### src/rtl/dgds_pkg.sv
// shared types and constants of the diagonal gain solve block
package dgds_pkg;

  localparam int ANT_COUNT = 64;
  localparam int ANT_W     = $clog2(ANT_COUNT);
  localparam logic [6:0] ANT_LIMIT = 7'(ANT_COUNT);

  // quotient bits produced by each divider pass
  localparam int DIV_STEPS = 31;
  localparam int DCNT_W    = $clog2(DIV_STEPS);

  localparam logic [1:0] OPC_LOAD = 2'd0;
  localparam logic [1:0] OPC_VIS  = 2'd1;
  localparam logic [1:0] OPC_FIN  = 2'd2;

  typedef struct packed {
    logic [1:0]  opcode;
    logic [5:0]  antenna_a;
    logic [5:0]  antenna_b;
    logic [63:0] data_xx;
    logic [63:0] data_xy;
    logic [63:0] data_yx;
    logic [63:0] data_yy;
    logic [63:0] model_xx;
    logic [63:0] model_xy;
    logic [63:0] model_yx;
    logic [63:0] model_yy;
  } in_item_t;

  typedef struct packed {
    logic [5:0]  antenna_out;
    logic [63:0] gain_x_new;
    logic [63:0] gain_y_new;
    logic        x_invalid;
    logic        y_invalid;
    logic        last_out;
  } out_item_t;

  typedef struct packed {
    logic [63:0] nx;
    logic [63:0] ny;
    logic [63:0] dx;
    logic [63:0] dy;
  } acc_row_t;

  // microsteps of one baseline side on the shared complex multiplier
  typedef enum logic [3:0] {
    ST_C0, ST_C1, ST_C2, ST_C3,
    ST_TX0, ST_TX1, ST_TY0, ST_TY1,
    ST_N0, ST_N1, ST_N2, ST_N3
  } step_t;

  typedef struct packed {
    logic       take;
    logic       gain_wr;
    logic       gain_rd;
    logic       gain_sel_b;
    logic       cap_ga;
    logic       cap_gb;
    logic       side;
    step_t      step;
    logic       wb;
    logic       acc_rd;
    logic       acc_fin;
    logic       acc_wr;
    logic       div_load;
    logic       div_step;
    logic       emit;
    logic       last;
    logic       clear;
    logic [5:0] k;
  } dp_cmd_t;

  typedef struct packed {
    logic [1:0] op;
    logic       a_ok;
    logic       b_ok;
  } dp_sts_t;

endpackage

### src/rtl/dgds_ctrl.sv
// controller: item decode, multiplier microsteps and finish sequencing
module dgds_ctrl import dgds_pkg::*; (
  input  logic       clk,
  input  logic       rst,
  input  logic       start,
  output logic       busy,
  input  logic       cfg_wr_en,
  input  logic [6:0] cfg_wr_data,
  input  dp_sts_t    sts,
  output dp_cmd_t    cmd
);

  typedef enum logic [3:0] {
    S_IDLE, S_DECODE, S_GRD_A, S_GRD_B, S_GCAP_B, S_MUL, S_WB,
    S_ACC_RD, S_ACC_WR, S_FIN_RD, S_FIN_LD, S_FIN_DIV, S_FIN_OUT, S_FIN_CLR
  } state_t;

  state_t state;
  step_t step;
  logic side;
  logic [6:0] k;
  logic [DCNT_W-1:0] dcnt;
  logic [6:0] antennas_in_use;
  logic [6:0] cnt;
  logic last_k;

  assign cnt    = (antennas_in_use > ANT_LIMIT) ? ANT_LIMIT : antennas_in_use;
  assign last_k = (k + 7'd1) == cnt;
  assign busy   = (state != S_IDLE);

  always_ff @(posedge clk) begin
    if (rst) begin
      state           <= S_IDLE;
      step            <= ST_C0;
      side            <= 1'b0;
      k               <= '0;
      dcnt            <= '0;
      antennas_in_use <= 7'd64;
    end else begin
      if (cfg_wr_en) begin
        antennas_in_use <= cfg_wr_data;
      end
      unique case (state)
        S_IDLE: begin
          if (start) state <= S_DECODE;
        end
        S_DECODE: begin
          priority case (sts.op)
            OPC_VIS: state <= (sts.a_ok && sts.b_ok) ? S_GRD_A : S_IDLE;
            OPC_FIN: begin
              k     <= '0;
              state <= (cnt == '0) ? S_FIN_CLR : S_FIN_RD;
            end
            default: state <= S_IDLE;
          endcase
        end
        S_GRD_A: state <= S_GRD_B;
        S_GRD_B: state <= S_GCAP_B;
        S_GCAP_B: begin
          side  <= 1'b0;
          step  <= ST_C0;
          state <= S_MUL;
        end
        S_MUL: state <= S_WB;
        S_WB: begin
          if (step == ST_N3) begin
            state <= S_ACC_RD;
          end else begin
            step  <= step_t'(step + 4'd1);
            state <= S_MUL;
          end
        end
        S_ACC_RD: state <= S_ACC_WR;
        S_ACC_WR: begin
          if (!side) begin
            side  <= 1'b1;
            step  <= ST_C0;
            state <= S_MUL;
          end else begin
            state <= S_IDLE;
          end
        end
        S_FIN_RD: state <= S_FIN_LD;
        S_FIN_LD: begin
          dcnt  <= '0;
          state <= S_FIN_DIV;
        end
        S_FIN_DIV: begin
          dcnt <= dcnt + DCNT_W'(1);
          if (dcnt == DCNT_W'(DIV_STEPS - 1)) state <= S_FIN_OUT;
        end
        S_FIN_OUT: begin
          if (last_k) begin
            state <= S_FIN_CLR;
          end else begin
            k     <= k + 7'd1;
            state <= S_FIN_RD;
          end
        end
        S_FIN_CLR: state <= S_IDLE;
        default: state <= S_IDLE;
      endcase
    end
  end

  always_comb begin
    cmd      = '0;
    cmd.side = side;
    cmd.step = step;
    cmd.k    = k[5:0];
    unique case (state)
      S_IDLE:    cmd.take = start;
      S_DECODE:  cmd.gain_wr = (sts.op == OPC_LOAD) && sts.a_ok;
      S_GRD_A:   cmd.gain_rd = 1'b1;
      S_GRD_B: begin
        cmd.cap_ga     = 1'b1;
        cmd.gain_rd    = 1'b1;
        cmd.gain_sel_b = 1'b1;
      end
      S_GCAP_B:  cmd.cap_gb = 1'b1;
      S_MUL:     cmd.wb = 1'b0;
      S_WB:      cmd.wb = 1'b1;
      S_ACC_RD:  cmd.acc_rd = 1'b1;
      S_ACC_WR:  cmd.acc_wr = 1'b1;
      S_FIN_RD: begin
        cmd.acc_rd  = 1'b1;
        cmd.acc_fin = 1'b1;
      end
      S_FIN_LD:  cmd.div_load = 1'b1;
      S_FIN_DIV: cmd.div_step = 1'b1;
      S_FIN_OUT: begin
        cmd.emit = 1'b1;
        cmd.last = last_k;
      end
      S_FIN_CLR: cmd.clear = 1'b1;
      default:   cmd.take = 1'b0;
    endcase
  end

endmodule

### config.mk
export PLATFORM = sky130hd
export DESIGN_NAME = dgds_ctrl
export DESIGN_NICKNAME = d
export VERILOG_FILES = /design/src/rtl/dgds_pkg.sv /design/src/rtl/dgds_ctrl.sv
export SDC_FILE = /design/constraint.sdc
export NUM_CORES = 1
export LEC_CHECK = 0
export ABC_AREA = 1
export BUFFER_PORTS_ARGS = -buffer_cell sky130_fd_sc_hd__buf_2
export CORE_UTILIZATION = 58
export DETAILED_ROUTE_END_ITERATION = 8
export PLACE_DENSITY = 0.85
export SYNTH_ARGS = -nofsm -noshare
export SYNTH_HDL_FRONTEND = slang
export SYNTH_SLANG_ARGS = --single-unit
### constraint.sdc
create_clock -name clk -period 5.6 [get_ports clk]
set_clock_uncertainty 0.05 [all_clocks]
set_input_delay 1.68 -clock clk [delete_from_list [all_inputs] [get_ports clk]]
set_output_delay 1.68 -clock clk [all_outputs]
set_load 0.02 [all_outputs]
## After elaboration in Yosys (flattened, before gate mapping)

Cells that the tools add are included.

- Register bits: 28
- Output and inout port bits: 27
- Word-level logic and storage cells: 80

- Add/subtract/negate cells: 3
- Order comparisons: 1
- Equal/unequal tests: 24
- Multiplexer cells: 31
- Reductions and logical operators: 15

Operators by type and width:

| operator | count |
|---|---|
| $pmux W4 S13 | 1 |
| $eq A4 B4 Y1 const B | 7 |
| $mux W7 | 3 |
| $eq A4 B3 Y1 const B | 4 |
| $mux W4 | 4 |
| $pmux W7 S2 | 1 |
| $pmux W4 S3 | 1 |
| $mux W1 | 11 |
| $ne A2 B2 Y1 const B | 5 |
| $pmux W5 S2 | 1 |
| $mux W3 | 3 |
| $eq A4 B2 Y1 const B | 2 |
| $mux W2 | 4 |
| $pmux W4 S2 | 1 |
| $add A7 B1 Y7 const B | 1 |
| $eq A7 B7 Y1 | 1 |
| $gt A7 B7 Y1 const B | 1 |
| $logic_not A7 Y1 | 1 |
| $reduce_and A3 Y1 | 2 |
| $reduce_bool A2 Y1 | 3 |
| $add A5 B1 Y5 const B | 1 |
| $eq A5 B5 Y1 const B | 1 |
| $add A4 B1 Y4 const B | 1 |
| $eq A4 B1 Y1 const B | 1 |
| other kinds (11) | 13 |

## Longest topological paths before layout

- Depth in word-level cells: 6
- Depth in mapped cells: 13
- Mapped depth without buffers: 13

## Worst setup path before layout

No wires, ideal clock.

- Kind: input port to output port
- From: in sts[2] in the netlist's numbering
- To: out cmd[24] in the netlist's numbering
- Data arrival time: 2.211 ns
- Required time: 3.870 ns
- Slack: 1.659 ns
- Stages on the path: 4
- Buffers on the path: 0
- Cell sequence: inv_1 ha_1 nand2_1 nor2_1

RTL lines:

| item | line | RTL |
|---|---|---|
| from (decl) | dgds_ctrl.sv:9 | `input dp_sts_t sts,` |
| to (decl) | dgds_ctrl.sv:10 | `output dp_cmd_t cmd` |

==> flow_summary.toml <==
[die]
ios = 42
num_rows = 20
die_x_um = 58.3
die_ht_um = 58.3
core_area_um2 = 3030
design.die.area_um2 = 3390
start_util_pct = 60.6

[status]
status = "complete, no violations"

[routing]
initialDrtViolationCount = 83
drcViolationCount = 0
detail-route-antenna-nets = 0
via_per_inst = 5.12
final_routed_wire_length_divided_by_cell_count_um = 10.7
vias = 1821
routed_wl_um = 3810
drt_pass_1_iters = 4

[clocking]
post_cts_buffers = 0
postCtsResizedCells = 0
worst_setup_hold_path_clk_slew_ns = 0.15
cts_max_path_buffers = 2
post_cts_hold_buffer_count = 0
cts-htree-levels = 1
insertion_delay_ns = 0.32
numClockSinks = 28
numCtsBuffers = 3
cts_root_buf = "clkbuf_4"
tritoncts = "done"

[timing]
min_period_over_period_pct = 72.0
maxSlewHeadroom_pct = 74.4
post_route_setup_tns_ns = 0
finalSetupViolations = 0
timing_worst_slew_pin_value_ns = 0.385
fmax_mhz = 248
final_max_slew_viol_count = 0
grt_setup_unrepaired = "false"
timing.final.hold_violations = 0
period_minus_slack_ns = 4.03

[worst_setup_path]
crit_path_end_kind = "output pin"
critical_path.startpoint_type = "input port"
classification_of_the_worst_setup_path = "input port to output pin"
required_ns = 3.87
crit_fanout = 2
critical_path_arrival_ns = 2.30
worst_r2r_path_depth = 12

[final_layout]
antennaDiodeCount = 0
layout_common_cells = "45 x nand2_1, 42 x nor2_1, 41 x buf_2"
fillers = 290
finish.instance_area_um2 = 2060
postLayoutCoreUtil_pct = 68.1
finalNetCount = 335
post_route_cells_drive_above_1_share_pct = 26.0
layout_commonest_cell = "nand2_1"
synthToLayoutAreaGrowth_pct = 12.4

[global_routing]
grt_util_all_layers_pct = 24.6
grt_pass1_wl_um = 6490
grt_pass1_vias = 1580
grt-ovfl-total = 0
grt_start_max_net_pins = 17
antenna_found_initial = 0

[yosys]
yosysSeqAreaShare_pct = 30.5
synth_seq_cells = 28
synthArstFlopShare_pct = 0
netlist_instances = 277
netlist_area_um2 = 1840
synth_top_flop_cell = "dfxtp_1"
number_of_warnings_issued_by_yosys = 0
syn_avg_cell_area_um2 = 6.63
synth_edf_count = 0
syn_nets = 299
netlist-cell-type-count = 33

[min_path]
hold_path_class = "flop to flop"
min_path_cells = 1

[power_and_ir_drop]
powerDensity_nw_per_um2 = 182
power.static_leakage_nw = 0.985
vdd.ir_drop.worst_mv = 0.129

[run]
max_cap_violations = 0

[placed_design]
place.gp.congestion = 0.880
placedInstanceArea_um2 = 2030
post-dp-hpwl_um = 2950
portBuffers = 41
[report_power, final]
group	switching [mW]	internal (mW)	total (mW)	leakage (nW)
Combinational	0.0427	0.0211	0.0638	0.737
Clock	0.0603	0.0398	0.100	0.0210
Sequential	0.00609	0.206	0.212	0.228
Total	0.109	0.267	0.376	0.985
[metrics by stage]
step / power [mW] / hold WS [ns] / worst slack, ns / instances
6_report: 0.376 / 0.410 / 1.57 / 356
5_1_grt: 0.397 / 0.454 / 1.50 / 356
4_1_cts: 0.380 / 0.413 / 1.56 / 356
3_5_place_dp: 0.279 / 0.392 / 1.56 / 352
3_3_place_gp: 0.278 / 0.386 / 1.59 / 352
2_1_floorplan: 0.261 / 0.372 / 1.66 / 277
[worst paths after layout]
kind                 from      end  slack [ns]
setup / recovery   sts[2]  cmd[24]        1.57
hold / removal    dcnt[3]  dcnt[3]        0.41
setup reg to reg     k[0]     k[6]        3.83
hold reg to reg   dcnt[3]  dcnt[3]        0.41
[worst max-delay path, stage by stage]
cell,delay [ns]
buf_2,0.10
inv_1,0.07
ha_1,0.14
nand2_1,0.05
nor2_1,0.09
buf_2,0.16
[kinds of logic (layout without fill, tap and decap cells)]
family / after synthesis / in the layout / share of synthesized area (%)
AND/OR/NAND/NOR: 137 / 137 / 35.7
buffers and inverters: 58 / 93 / 13.6
AO/OA/AOI/OAI: 45 / 45 / 14.5
flip-flops: 28 / 28 / 30.5
adder cells (fa/ha/maj): 7 / 7 / 4.77
XOR/XNOR: 2 / 2 / 0.955
[Yosys cell counts (2+ instances only)]
cell / n / area share (%)
buf_4: 8 / 3.3
a21oi_2: 6 / 2.9
nor2_1: 42 / 8.6
nor2_4: 4 / 2.5
ha_1: 7 / 4.8
o21ai_1: 5 / 1.4
nor2_2: 2 / 0.68
inv_2: 11 / 2.2
inv_1: 35 / 7.2
a31oi_1: 2 / 0.68
a211oi_1: 2 / 0.82
o21ai_0: 14 / 3.8
nand2_1: 45 / 9.2
nand4_1: 4 / 1.4
nand3_1: 24 / 6.5
nand2_2: 7 / 2.4
a21oi_1: 12 / 3.3
nand3b_1: 2 / 0.82
nand2_4: 2 / 1.2
xor2_1: 2 / 0.95
dfxtp_1: 28 / 31
clkinv_1: 2 / 0.41
[flip-flops by register name, indices dropped and copies added (netlist names)]
name,flops
side,1
k,7
state,4
dcnt,5
antennas_in_use,7
step,4
[per-layer routing]
metal	vias to the layer above	track usage (%)	share of wire, %
li1	953	-	-
met1	801	33.1	48
met2	65	39.9	45
met3	2	3.13	6.4
met4	0	9.86	0.58
met5	-	0	0
[cell type report]
class	count	area (µm²)	area share, %
clock buffer	4	36.3	1.76
multi-input combinational	191	1030	49.7
tap	44	55.1	2.67
inverter	48	180	8.73
timing repair buffer	41	205	9.95
sequential	28	561	27.2
(Power assumes the default switching activity.)
